File: src/rtl/gated_nearest_point_matcher_macros.svh
// ----------------------------------------------------------------------------
// Assertion macros for the gated nearest point matcher
// Concurrent checks clocked on clk_i and disabled while rst_ni is low.
// ----------------------------------------------------------------------------
`ifndef GATED_NEAREST_POINT_MATCHER_MACROS_SVH
`define GATED_NEAREST_POINT_MATCHER_MACROS_SVH

`ifndef SYNTHESIS

// Check that a condition holds at every clock edge out of reset.
`define GNPM_ASSERT(lbl, prop) \
  lbl: assert property (@(posedge clk_i) disable iff (!rst_ni) (prop)) \
    else $error("gnpm: assertion failed");

// Check that the consequent holds in the cycle of the antecedent.
`define GNPM_ASSERT_IMPL(lbl, ante, cons) \
  lbl: assert property (@(posedge clk_i) disable iff (!rst_ni) (ante) |-> (cons)) \
    else $error("gnpm: implication failed");

`else

`define GNPM_ASSERT(lbl, prop)
`define GNPM_ASSERT_IMPL(lbl, ante, cons)

`endif

`endif

File: src/rtl/gnpm_pkg.sv
// ----------------------------------------------------------------------------
// gnpm_pkg
// Shared sizes, codes and types of the gated nearest point matcher.
// ----------------------------------------------------------------------------
package gnpm_pkg;

  localparam int TABLE_DEPTH = 64;
  localparam int COORD_W     = 16;

  localparam int IDX_W  = (TABLE_DEPTH > 1) ? $clog2(TABLE_DEPTH) : 1;
  localparam int CNT_W  = $clog2(TABLE_DEPTH + 1);
  localparam int DIFF_W = COORD_W + 1;
  localparam int SQ_W   = 2 * COORD_W + 1;
  localparam int DIST_W = SQ_W + 1;

  localparam int GATE_W     = 16;
  localparam int GATE_SQ_W  = 2 * GATE_W;
  localparam int CMP_W      = (DIST_W > GATE_SQ_W) ? DIST_W : GATE_SQ_W;
  localparam int QNUM_W     = 16;
  localparam int OP_W       = 2;

  localparam logic [GATE_W-1:0] GATE_RESET = '1;
  localparam logic [QNUM_W-1:0] QUERY_MAX  = '1;

  typedef enum logic [OP_W-1:0] {
    OP_CLEAR = 2'd0,
    OP_LOAD  = 2'd1,
    OP_QUERY = 2'd2
  } gnpm_op_e;

  // Tag that travels with one table read through the distance pipeline.
  typedef struct packed {
    logic             valid;
    logic             last;
    logic [IDX_W-1:0] idx;
  } gnpm_tag_t;

  typedef struct packed {
    logic              valid;
    logic              last;
    logic [IDX_W-1:0]  idx;
    logic [DIST_W-1:0] sq_dist;
  } gnpm_dist_t;

endpackage

File: src/rtl/gnpm_ref_mem.sv
// ----------------------------------------------------------------------------
// gnpm_ref_mem
// Reference point table: one write port, one read port with registered data.
// ----------------------------------------------------------------------------
module gnpm_ref_mem (
  input  logic                               clk_i,
  input  logic                               wr_en_i,
  input  logic [gnpm_pkg::IDX_W-1:0]         wr_addr_i,
  input  logic signed [gnpm_pkg::COORD_W-1:0] wr_x_i,
  input  logic signed [gnpm_pkg::COORD_W-1:0] wr_y_i,
  input  logic                               rd_en_i,
  input  logic [gnpm_pkg::IDX_W-1:0]         rd_addr_i,
  output logic signed [gnpm_pkg::COORD_W-1:0] rd_x_o,
  output logic signed [gnpm_pkg::COORD_W-1:0] rd_y_o
);
  import gnpm_pkg::*;

  logic [2*COORD_W-1:0] mem_q [TABLE_DEPTH];
  logic [2*COORD_W-1:0] rd_q;

  always_ff @(posedge clk_i) begin
    if (wr_en_i) begin
      mem_q[wr_addr_i] <= {wr_x_i, wr_y_i};
    end
    if (rd_en_i) begin
      rd_q <= mem_q[rd_addr_i];
    end
  end

  assign rd_x_o = $signed(rd_q[2*COORD_W-1:COORD_W]);
  assign rd_y_o = $signed(rd_q[COORD_W-1:0]);

endmodule

File: src/rtl/gnpm_dist_unit.sv
// ----------------------------------------------------------------------------
// gnpm_dist_unit
// Pipelined squared distance unit: difference, square, sum; one point a cycle.
// ----------------------------------------------------------------------------
module gnpm_dist_unit (
  input  logic                                clk_i,
  input  logic                                rst_ni,
  input  gnpm_pkg::gnpm_tag_t                 tag_i,
  input  logic signed [gnpm_pkg::COORD_W-1:0] ref_x_i,
  input  logic signed [gnpm_pkg::COORD_W-1:0] ref_y_i,
  input  logic signed [gnpm_pkg::COORD_W-1:0] qry_x_i,
  input  logic signed [gnpm_pkg::COORD_W-1:0] qry_y_i,
  output gnpm_pkg::gnpm_dist_t                res_o
);
  import gnpm_pkg::*;

  gnpm_tag_t tag1_q, tag2_q;
  logic signed [DIFF_W-1:0] dx_d, dy_d, dx_q, dy_q;
  logic signed [2*DIFF_W-1:0] px, py;
  logic [SQ_W-1:0] sqx_q, sqy_q;
  logic              res_valid_q, res_last_q;
  logic [IDX_W-1:0]  res_idx_q;
  logic [DIST_W-1:0] res_sq_q;

  assign dx_d = $signed({ref_x_i[COORD_W-1], ref_x_i}) - $signed({qry_x_i[COORD_W-1], qry_x_i});
  assign dy_d = $signed({ref_y_i[COORD_W-1], ref_y_i}) - $signed({qry_y_i[COORD_W-1], qry_y_i});

  assign px = dx_q * dx_q;
  assign py = dy_q * dy_q;

  always_ff @(posedge clk_i or negedge rst_ni) begin
    if (!rst_ni) begin
      tag1_q      <= '0;
      tag2_q      <= '0;
      res_valid_q <= 1'b0;
      res_last_q  <= 1'b0;
    end else begin
      tag1_q      <= tag_i;
      tag2_q      <= tag1_q;
      res_valid_q <= tag2_q.valid;
      res_last_q  <= tag2_q.last;
    end
  end

  always_ff @(posedge clk_i) begin
    dx_q      <= dx_d;
    dy_q      <= dy_d;
    sqx_q     <= px[SQ_W-1:0];
    sqy_q     <= py[SQ_W-1:0];
    res_idx_q <= tag2_q.idx;
    res_sq_q  <= DIST_W'(sqx_q) + DIST_W'(sqy_q);
  end

  always_comb begin
    res_o.valid   = res_valid_q;
    res_o.last    = res_last_q;
    res_o.idx     = res_idx_q;
    res_o.sq_dist = res_sq_q;
  end

endmodule

File: src/rtl/gated_nearest_point_matcher.sv
// ----------------------------------------------------------------------------
// gated_nearest_point_matcher
// Nearest reference point search with a squared distance gate.
//
//   channel  direction  handshake                 payload
//   in       input      in_valid_i / in_ready_o   operation_i, point_x_i, point_y_i
//   out      output     out_valid_o / out_ready_i query_number_o, matched_index_o
//   cfg      input      cfg_valid_i / cfg_ready_o cfg_data_i (gate distance)
//
// Clear, load and a query on an empty table leave the block idle for the next request.
// A query scans all N stored points in order, lowest index first:
// one table read port feeds the distance pipeline one point a cycle.
// Reset clears the point count and query count and opens the gate fully;
// table contents stay undefined until loaded. A waiting result does not
// block new requests; a finishing query holds until the output register is free.
// ----------------------------------------------------------------------------
`include "gated_nearest_point_matcher_macros.svh"

module gated_nearest_point_matcher (
  input  logic                                clk_i,
  input  logic                                rst_ni,
  input  logic                                in_valid_i,
  output logic                                in_ready_o,
  input  logic [gnpm_pkg::OP_W-1:0]           operation_i,
  input  logic signed [gnpm_pkg::COORD_W-1:0] point_x_i,
  input  logic signed [gnpm_pkg::COORD_W-1:0] point_y_i,
  output logic                                out_valid_o,
  input  logic                                out_ready_i,
  output logic [gnpm_pkg::QNUM_W-1:0]         query_number_o,
  output logic [gnpm_pkg::IDX_W-1:0]          matched_index_o,
  input  logic                                cfg_valid_i,
  output logic                                cfg_ready_o,
  input  logic [gnpm_pkg::GATE_W-1:0]         cfg_data_i
);
  import gnpm_pkg::*;

  typedef enum logic [1:0] {
    ST_IDLE,
    ST_SCAN,
    ST_FINISH
  } state_e;

  state_e state_q, state_d;
  logic [GATE_W-1:0]    gate_q, gate_d;
  logic [GATE_SQ_W-1:0] gate_sq_q, gate_sq_d;
  logic [CNT_W-1:0]     ref_cnt_q, ref_cnt_d;
  logic [QNUM_W-1:0]    query_cnt_q, query_cnt_d;
  logic [QNUM_W-1:0]    qnum_q, qnum_d;
  logic signed [COORD_W-1:0] qx_q, qx_d, qy_q, qy_d;
  logic [IDX_W-1:0]     rd_idx_q, rd_idx_d;
  logic                 issuing_q, issuing_d;
  gnpm_tag_t            tag_q, tag_d;
  logic                 found_q, found_d;
  logic [DIST_W-1:0]    best_q, best_d;
  logic [IDX_W-1:0]     best_idx_q, best_idx_d;
  logic                 out_valid_q, out_valid_d;
  logic [QNUM_W-1:0]    out_qnum_q, out_qnum_d;
  logic [IDX_W-1:0]     out_idx_q, out_idx_d;

  logic mem_we, mem_re;
  logic signed [COORD_W-1:0] rd_x, rd_y;
  gnpm_dist_t res;

  assign in_ready_o      = (state_q == ST_IDLE);
  assign cfg_ready_o     = 1'b1;
  assign out_valid_o     = out_valid_q;
  assign query_number_o  = out_qnum_q;
  assign matched_index_o = out_idx_q;

  always_comb begin
    state_d     = state_q;
    gate_d      = gate_q;
    gate_sq_d   = gate_sq_q;
    ref_cnt_d   = ref_cnt_q;
    query_cnt_d = query_cnt_q;
    qnum_d      = qnum_q;
    qx_d        = qx_q;
    qy_d        = qy_q;
    rd_idx_d    = rd_idx_q;
    issuing_d   = issuing_q;
    tag_d       = '0;
    found_d     = found_q;
    best_d      = best_q;
    best_idx_d  = best_idx_q;
    out_valid_d = out_valid_q;
    out_qnum_d  = out_qnum_q;
    out_idx_d   = out_idx_q;
    mem_we      = 1'b0;
    mem_re      = 1'b0;

    if (cfg_valid_i) begin
      gate_d = cfg_data_i;
    end
    if (out_valid_q && out_ready_i) begin
      out_valid_d = 1'b0;
    end

    unique case (state_q)
      ST_IDLE: begin
        if (in_valid_i) begin
          unique case (gnpm_op_e'(operation_i))
            OP_CLEAR: begin
              ref_cnt_d   = '0;
              query_cnt_d = '0;
            end
            OP_LOAD: begin
              if (ref_cnt_q < CNT_W'(TABLE_DEPTH)) begin
                mem_we    = 1'b1;
                ref_cnt_d = CNT_W'(ref_cnt_q + 1'b1);
              end
            end
            OP_QUERY: begin
              qnum_d = query_cnt_q;
              if (query_cnt_q != QUERY_MAX) begin
                query_cnt_d = QNUM_W'(query_cnt_q + 1'b1);
              end
              qx_d      = point_x_i;
              qy_d      = point_y_i;
              gate_sq_d = GATE_SQ_W'(gate_q) * GATE_SQ_W'(gate_q);
              // empty table: count the query, emit nothing
              if (ref_cnt_q != '0) begin
                state_d   = ST_SCAN;
                rd_idx_d  = '0;
                issuing_d = 1'b1;
                found_d   = 1'b0;
              end
            end
            default: ;
          endcase
        end
      end

      ST_SCAN: begin
        if (issuing_q) begin
          mem_re      = 1'b1;
          tag_d.valid = 1'b1;
          tag_d.idx   = rd_idx_q;
          tag_d.last  = (CNT_W'(rd_idx_q) == CNT_W'(ref_cnt_q - 1'b1));
          if (tag_d.last) begin
            issuing_d = 1'b0;
          end else begin
            rd_idx_d = IDX_W'(rd_idx_q + 1'b1);
          end
        end
        // strict compare keeps the lowest index on a tie
        if (res.valid) begin
          if (!found_q || (res.sq_dist < best_q)) begin
            found_d    = 1'b1;
            best_d     = res.sq_dist;
            best_idx_d = res.idx;
          end
          if (res.last) begin
            state_d = ST_FINISH;
          end
        end
      end

      ST_FINISH: begin
        // hold until the output register is free
        if (!out_valid_q || out_ready_i) begin
          if (CMP_W'(best_q) <= CMP_W'(gate_sq_q)) begin
            out_valid_d = 1'b1;
            out_qnum_d  = qnum_q;
            out_idx_d   = best_idx_q;
          end
          state_d = ST_IDLE;
        end
      end

      default: state_d = ST_IDLE;
    endcase
  end

  always_ff @(posedge clk_i or negedge rst_ni) begin
    if (!rst_ni) begin
      state_q     <= ST_IDLE;
      gate_q      <= GATE_RESET;
      ref_cnt_q   <= '0;
      query_cnt_q <= '0;
      issuing_q   <= 1'b0;
      tag_q       <= '0;
      found_q     <= 1'b0;
      out_valid_q <= 1'b0;
    end else begin
      state_q     <= state_d;
      gate_q      <= gate_d;
      ref_cnt_q   <= ref_cnt_d;
      query_cnt_q <= query_cnt_d;
      issuing_q   <= issuing_d;
      tag_q       <= tag_d;
      found_q     <= found_d;
      out_valid_q <= out_valid_d;
    end
  end

  always_ff @(posedge clk_i) begin
    gate_sq_q  <= gate_sq_d;
    qnum_q     <= qnum_d;
    qx_q       <= qx_d;
    qy_q       <= qy_d;
    rd_idx_q   <= rd_idx_d;
    best_q     <= best_d;
    best_idx_q <= best_idx_d;
    out_qnum_q <= out_qnum_d;
    out_idx_q  <= out_idx_d;
  end

  gnpm_ref_mem u_ref_mem (
    .clk_i     (clk_i),
    .wr_en_i   (mem_we),
    .wr_addr_i (ref_cnt_q[IDX_W-1:0]),
    .wr_x_i    (point_x_i),
    .wr_y_i    (point_y_i),
    .rd_en_i   (mem_re),
    .rd_addr_i (rd_idx_q),
    .rd_x_o    (rd_x),
    .rd_y_o    (rd_y)
  );

  gnpm_dist_unit u_dist_unit (
    .clk_i   (clk_i),
    .rst_ni  (rst_ni),
    .tag_i   (tag_q),
    .ref_x_i (rd_x),
    .ref_y_i (rd_y),
    .qry_x_i (qx_q),
    .qry_y_i (qy_q),
    .res_o   (res)
  );

  `GNPM_ASSERT(a_cnt_bounded, ref_cnt_q <= CNT_W'(TABLE_DEPTH))
  `GNPM_ASSERT_IMPL(a_scan_read_in_range, (state_q == ST_SCAN) && issuing_q,
                    CNT_W'(rd_idx_q) < ref_cnt_q)
  `GNPM_ASSERT_IMPL(a_result_only_in_scan, res.valid, state_q == ST_SCAN)
  `GNPM_ASSERT_IMPL(a_finish_has_best, state_q == ST_FINISH, found_q)
  `GNPM_ASSERT(a_query_cnt_steps, (query_cnt_q == $past(query_cnt_q)) ||
               (query_cnt_q == QNUM_W'($past(query_cnt_q) + 1'b1)) || (query_cnt_q == '0))

endmodule
File: config.mk
export PLATFORM = sky130hd
export DESIGN_NAME = gated_nearest_point_matcher
export DESIGN_NICKNAME = d
export VERILOG_FILES = /design/src/rtl/gnpm_pkg.sv /design/src/rtl/gnpm_ref_mem.sv /design/src/rtl/gnpm_dist_unit.sv /design/src/rtl/gated_nearest_point_matcher.sv
export VERILOG_INCLUDE_DIRS = /design/src /design/src/rtl
export SDC_FILE = /design/constraint.sdc
export NUM_CORES = 2
export LEC_CHECK = 0
export BUFFER_PORTS_ARGS = -buffer_cell sky130_fd_sc_hd__buf_2
export CORE_ASPECT_RATIO = 1.5
export CORE_UTILIZATION = 30
export CTS_BUF_LIST = sky130_fd_sc_hd__clkbuf_8
export DETAILED_ROUTE_END_ITERATION = 10
export GPL_TIMING_DRIVEN = 0
export RECOVER_POWER = 25
export SETUP_SLACK_MARGIN = 0.3
export SLEW_MARGIN = 30
export SYNTH_ARGS = -nofsm -noshare
export SYNTH_HDL_FRONTEND = slang
export SYNTH_SLANG_ARGS = --single-unit
export TNS_END_PERCENT = 50
File: constraint.sdc
create_clock -name clk_i -period 15.86 [get_ports clk_i]
set_input_delay 0 -clock clk_i [delete_from_list [all_inputs] [get_ports clk_i]]
set_output_delay 0 -clock clk_i [all_outputs]
set_load 0.1 [all_outputs]
-- Word level (Yosys, flattened, before mapping)
Memory sizes are Yosys's and may differ from the RTL's. A register that Yosys moved wholly into a read port is not among the register bits.
Index checks and enable logic that the tools add are counted.
- logic and storage cells: 127
- bits in registers: 358
- memory bits (writable): 2048
- memories: 1
- magnitude comparators: 3
- multipliers: 3
- equal/unequal tests: 17
- add/subtract/negate cells: 7
- mux-type cells: 43
- reductions and logical operators: 20
- memories (memory ; depth ; bits a word ; read ports ; clocked after memory_dff ; write ports ; RTL line ; source):
    u_ref_mem.mem_q ; 64 ; 32 ; 1 ; 1 ; 1 ; gnpm_ref_mem.sv:18 ; logic [2*COORD_W-1:0] mem_q [TABLE_DEPTH];
- operator list (kind ; count):
    17-bit by 17-bit multiplier with 33-bit output ; 2
    33-bit by 33-bit adder with 34-bit output ; 1
    34-bit by 32-bit less-or-equal comparator with 1-bit output ; 1
    34-bit < comparator ; 1
    16-bit by 16-bit subtractor with 17-bit output ; 2
    16-bit by 16-bit multiplier with 32-bit output ; 1
    16-bit case mux with 2 select lines ; 1
    6-bit 2-to-1 mux ; 5
    1-bit 2-to-1 mux ; 22
    6-bit AND reduction ; 3
    16-bit by 1-bit adder with 16-bit output, second input constant ; 1
    16-bit 2-to-1 mux ; 1
    8-bit 2-to-1 mux ; 2
    16-bit != test, second input constant ; 1
    2-bit != test, second input constant ; 7
    7-bit case mux with 2 select lines ; 1
    2-bit 2-to-1 mux ; 6
    6-bit case mux with 2 select lines ; 1
    4-bit AND reduction ; 3
    3-bit AND reduction ; 3
    2-bit by 1-bit != test with 1-bit output, second input constant ; 4
    7-bit by 1-bit adder with 7-bit output, second input constant ; 1
    6-bit by 7-bit == test with 1-bit output ; 1
    7-bit < comparator, second input constant ; 1
    13 further kinds ; 21

-- Longest topological paths before layout
- word-level depth: 7
- mapped depth: 25
- gate-level depth less buffers: 24

-- Hierarchy
Synthesis repeated with hierarchy kept, for this count alone.
- cells, all modules: 7433
- area, all modules: 120010.1 um^2
- modules (own cells, without submodules) (module ; area each (um^2) ; seq. area each (um^2) ; cells an instance ; times used):
    gnpm_ref_mem ; 78835.6 ; 62459.9 ; 3324 ; 1
    gnpm_dist_unit ; 25137.9 ; 3213.1 ; 2631 ; 1
    gated_nearest_point_matcher ; 16036.6 ; 5735.5 ; 1478 ; 1

-- Worst setup path after synthesis
Ideal clock, no wire load.
- path kind: register to register
- from: register gate_q[5]
- to: register gate_sq_q[31], data pin
- data arrival time: 6052 ps
- path slack: 9548 ps
- stages on the path, launching flop included: 25
- path buffers: 2
- library setup time: 260 ps
- path through: dfstp_2 -> clkbuf_1 -> clkbuf_1 -> nand2_1 -> fa_1 -> inv_1 -> fa_1 -> inv_1 -> fa_1 -> inv_1 -> fa_1 -> fa_1 -> inv_1 -> fa_1 -> inv_1 -> ha_1 -> a21o_1 -> a31o_2 -> a311oi_1 -> a21oi_1 -> o21ai_0 -> nand3_1 -> a31o_2 -> a21oi_1 -> xnor2_1
- cells in the longest elaborated chain, start to end: 1
- RTL lines (what ; RTL line ; source):
    from (decl) ; gated_nearest_point_matcher.sv:44 ; logic [GATE_W-1:0] gate_q, gate_d;
    from (signal assigned) ; gated_nearest_point_matcher.sv:186 ; gate_q <= gate_d;
    16-bit by 16-bit multiplier with 32-bit output ; gated_nearest_point_matcher.sv:119 ; gate_sq_d = GATE_SQ_W'(gate_q) * GATE_SQ_W'(gate_q);
    to (signal assigned) ; gated_nearest_point_matcher.sv:197 ; gate_sq_q <= gate_sq_d;
    to (decl) ; gated_nearest_point_matcher.sv:45 ; logic [GATE_SQ_W-1:0] gate_sq_q, gate_sq_d;
Every way passes these cells.
A chain may end at the register's enable or synchronous reset.

-- Final worst setup path
Same ends and word-level chain as after synthesis.

==> metrics.cfg <==
[drt]
first_iter_violations=4984
wirelength_mm=327
drc=0
num_vias=63700
detail_route.vias_per_cell=4.77
drt_pass1_iterations=5
ant_nets=0
route.detailed.wl_per_inst_um=24.5

[setup_path]
cpPeakStageDelay_ns=0.56
worstPathCellList=clkbuf_1, clkbuf_1, nand2_1, fa_1, inv_1, fa_1, inv_1, fa_1, inv_1, fa_1, fa_1, inv_1, fa_1, inv_1, ha_1, and4_1, nand4_1, o32a_1, a21oi_1, o21ai_0, nand3_1, a31o_2, a21oi_1, xnor2_1
start_kind=register
cp-end-kind=register
path_buf_inv=7
slowest_stage=clkbuf_1
crit_arrival_ns=8.42
r2r_setup_slack_ns=8.16
crit_top_cell=fa_1
path_class=register to register
worst-path-max-fanout=10
cp_top_family=adder cells
cp.required_ns=16.58

[clock_tree]
insertion_delay_ns=1.06
cts_tree=done
holdBufCountCts=122
clk_path_buf_depth=4
post_cts_buffers=0
cts_buffers=364
clk_pin_slew_ns=0.06
cts-root-buf=clkbuf_8
post_cts_resized=0
htreeDepth=5
cts.sinks=2435

[global_route]
overflow=0
grt_pass1_vias=69800
grt_pass1_wl_mm=471
grt_max_degree=66
antenna_found_initial=42
grt_usage_pct=16.3

[synth]
synthCells=7047
synth_edf_count=2227
avgSynthCellArea_um2=17.0
async_flop_share_pct=2.87
synth.cell_area_um2=119000
synthDistinctLibCells=78
syn_nets=8195
synth-seq-cells=2435
synth_top_area_cell=edfxtp_1
yosysTopAreaCellShare_pct=56.0
yosys_warnings=0
seq_area_frac_synth_pct=59.8
synthTopCellsByArea=edfxtp_1 (56%), mux4_2 (13%), fa_1 (12%)
synth_ff_type=edfxtp_1

[layout]
area_growth_pct=15.9
nets=8900
drive_above_1_share_pct=19.1

[worst_hold_path]
hold_path_class=input port to register

[floorplan]
dieWidth_um=517
ios=80
die_h_um=775
core_um2=396000
die_area_um2=401000
start_util_pct=30.1
rows=283

[status]
violations=max-capacitance violations, max-slew violations
status=complete, but fails checks

[place]
port_buffers=76
gp_congestion=0.887
hpwl_mm=242

[timing]
fin_skew_ns=0.134
fmax_ghz=0.130
post-route-period-util_pct=48.5
finalHoldViolations=0
finalSetupViolCount=0
relSlewSlack_pct=-150
timing.final.crit_period_ns=7.70
slew_viol_final=1481
tightest_slew_ns=3.75
rsz0062_at_grt=false
setup_tns_ns=0

[job]
maxCapViolations=25

## cell usage in the layout, fill, tap and decap left out, types with 90 or more instances in the layout
cell,n
fa_1,687
buf_16,103
mux4_2,672
xnor2_1,140
and2_1,155
a21oi_1,117
nor2_1,164
dfxtp_1,138
inv_1,1149
clkbuf_8,382
nand2_1,297
buf_2,90
ha_1,406
dlygate4sd3_1,116
edfxtp_1,2227
clkbuf_1,167
## stage by stage
step | std cells | worst slack [ns] | hold slack [ns] | area (um2) | utilization, %
detailed placement | 12500 | 8.10 | -0.125 | 131000 | 33.0
finish | 13300 | 8.16 | 0.146 | 138000 | 35.0
CTS | 13300 | 8.10 | 0.0168 | 139000 | 35.0
floorplan | 7047 | 9.55 | -0.296 | 119000 | -
global route | 13300 | 7.80 | 0.0808 | 138000 | 34.9
global placement | 12400 | 8.19 | 0.236 | 126000 | 31.9
## synthesized netlist by cell type, drive strengths merged, types with 4 or more instances
library cell,instances
o21a,27
buf,87
inv,1031
xnor2,140
ha,406
or3,13
a31o,13
o21ai,79
and2,157
fa,687
nor3,36
clkbuf,156
o31ai,5
a211oi,17
a21o,81
a21oi,119
or2,8
o21bai,15
nor2,228
nand4,26
nor2b,47
nand2b,32
and3,25
mux2,12
o211ai,11
nor4,4
dfxtp,138
xor2,52
edfxtp,2227
nand2,297
a211o,4
dfrtp,54
mux4,672
a31oi,13
nand3,44
and4,4
a21boi,9
dfstp,16
## kinds of logic (layout without fill, tap and decap cells)
logic type	after synthesis	count (layout)	synth area share, %
other	1	32	0.00314
and+or+nand+nor	926	926	3.68
AOI/OAI and AO/OA	441	441	2.47
buffers and inverters	1275	2265	4.11
DFF	2435	2435	59.8
xor gates and xnor gates	192	192	1.41
adders and majority gates	1093	1093	15.8
muxes	684	684	12.8
## worst register-to-register path: stages, from the launching register on
cell and delay (ns):
dfstp_2 0.51, clkbuf_1 0.56, clkbuf_1 0.57, nand2_1 0.22, fa_1 0.56, inv_1 0.06
fa_1 0.50, inv_1 0.05, fa_1 0.53, inv_1 0.05, fa_1 0.39, fa_1 0.52
inv_1 0.05, fa_1 0.49, inv_1 0.05, ha_1 0.35, and4_1 0.28, nand4_1 0.10
o32a_1 0.35, a21oi_1 0.47, o21ai_0 0.25, nand3_1 0.15, a31o_2 0.17, a21oi_1 0.08
xnor2_1 0.13
## sequential cells by signal, summed over array words and instances (netlist names), 2 cells and up
name	cells
gate_sq_q	31
u_dist_unit.res_sq_q	34
qx_q	16
u_dist_unit.tag2_q	8
ref_cnt_q	7
u_dist_unit.sqy_q	32
gate_q	16
rd_idx_q	6
u_dist_unit.dy_q	17
best_idx_q	6
u_ref_mem.mem_q	2048
qy_q	16
state_q	2
query_cnt_q	16
u_dist_unit.sqx_q	32
query_number_o	16
tag_q	8
u_ref_mem.rd_q	32
matched_index_o	6
u_dist_unit.dx_q	17
u_dist_unit.tag1_q	8
best_q	34
qnum_q	16
u_dist_unit.res_idx_q	6
## worst paths after layout
path,startpoint,end,cells after the start
max,gate_q[5]$_DFFE_PN1P_,gate_sq_q[31]$_DFFE_PP_,24
min,operation_i[0],query_cnt_q[2]$_DFFE_PN0P_,4
max reg2reg,gate_q[5]$_DFFE_PN1P_,gate_sq_q[31]$_DFFE_PP_,24
min reg2reg,tag_q[1]$_DFF_PN0_,u_dist_unit.tag1_q[1]$_DFF_PN0_,0
max in group asynchronous,rst_ni,query_cnt_q[8]$_DFFE_PN0P_,6
min in group asynchronous,rst_ni,out_valid_o$_DFF_PN0_,5
## metal layers
layer	GRT usage (%)	vias up	routed length, um	share of wire [%]
met1	16.9	33700	110000	34
met3	2.15	672	16100	4.9
met2	31.0	2080	180000	55
met5	0	-	101	0.031
li1	-	27200	-	-
met4	9.02	14	20800	6.4
## layout make-up
type | count | area (um2)
Antenna cell | 31 | 77.6
Buffer | 243 | 1070
Clock buffer | 382 | 5260
Clock inverter | 269 | 1530
Fill cell | 37300 | 258000
Inverter | 1032 | 3870
Multi-Input combinational cell | 3337 | 43700
Sequential cell | 2435 | 71400
Tap cell | 5272 | 6600
Timing Repair Buffer | 339 | 5020
Power is not shown: default switching activity piles up to over one toggle a cycle in this logic, so the estimate is an artifact.
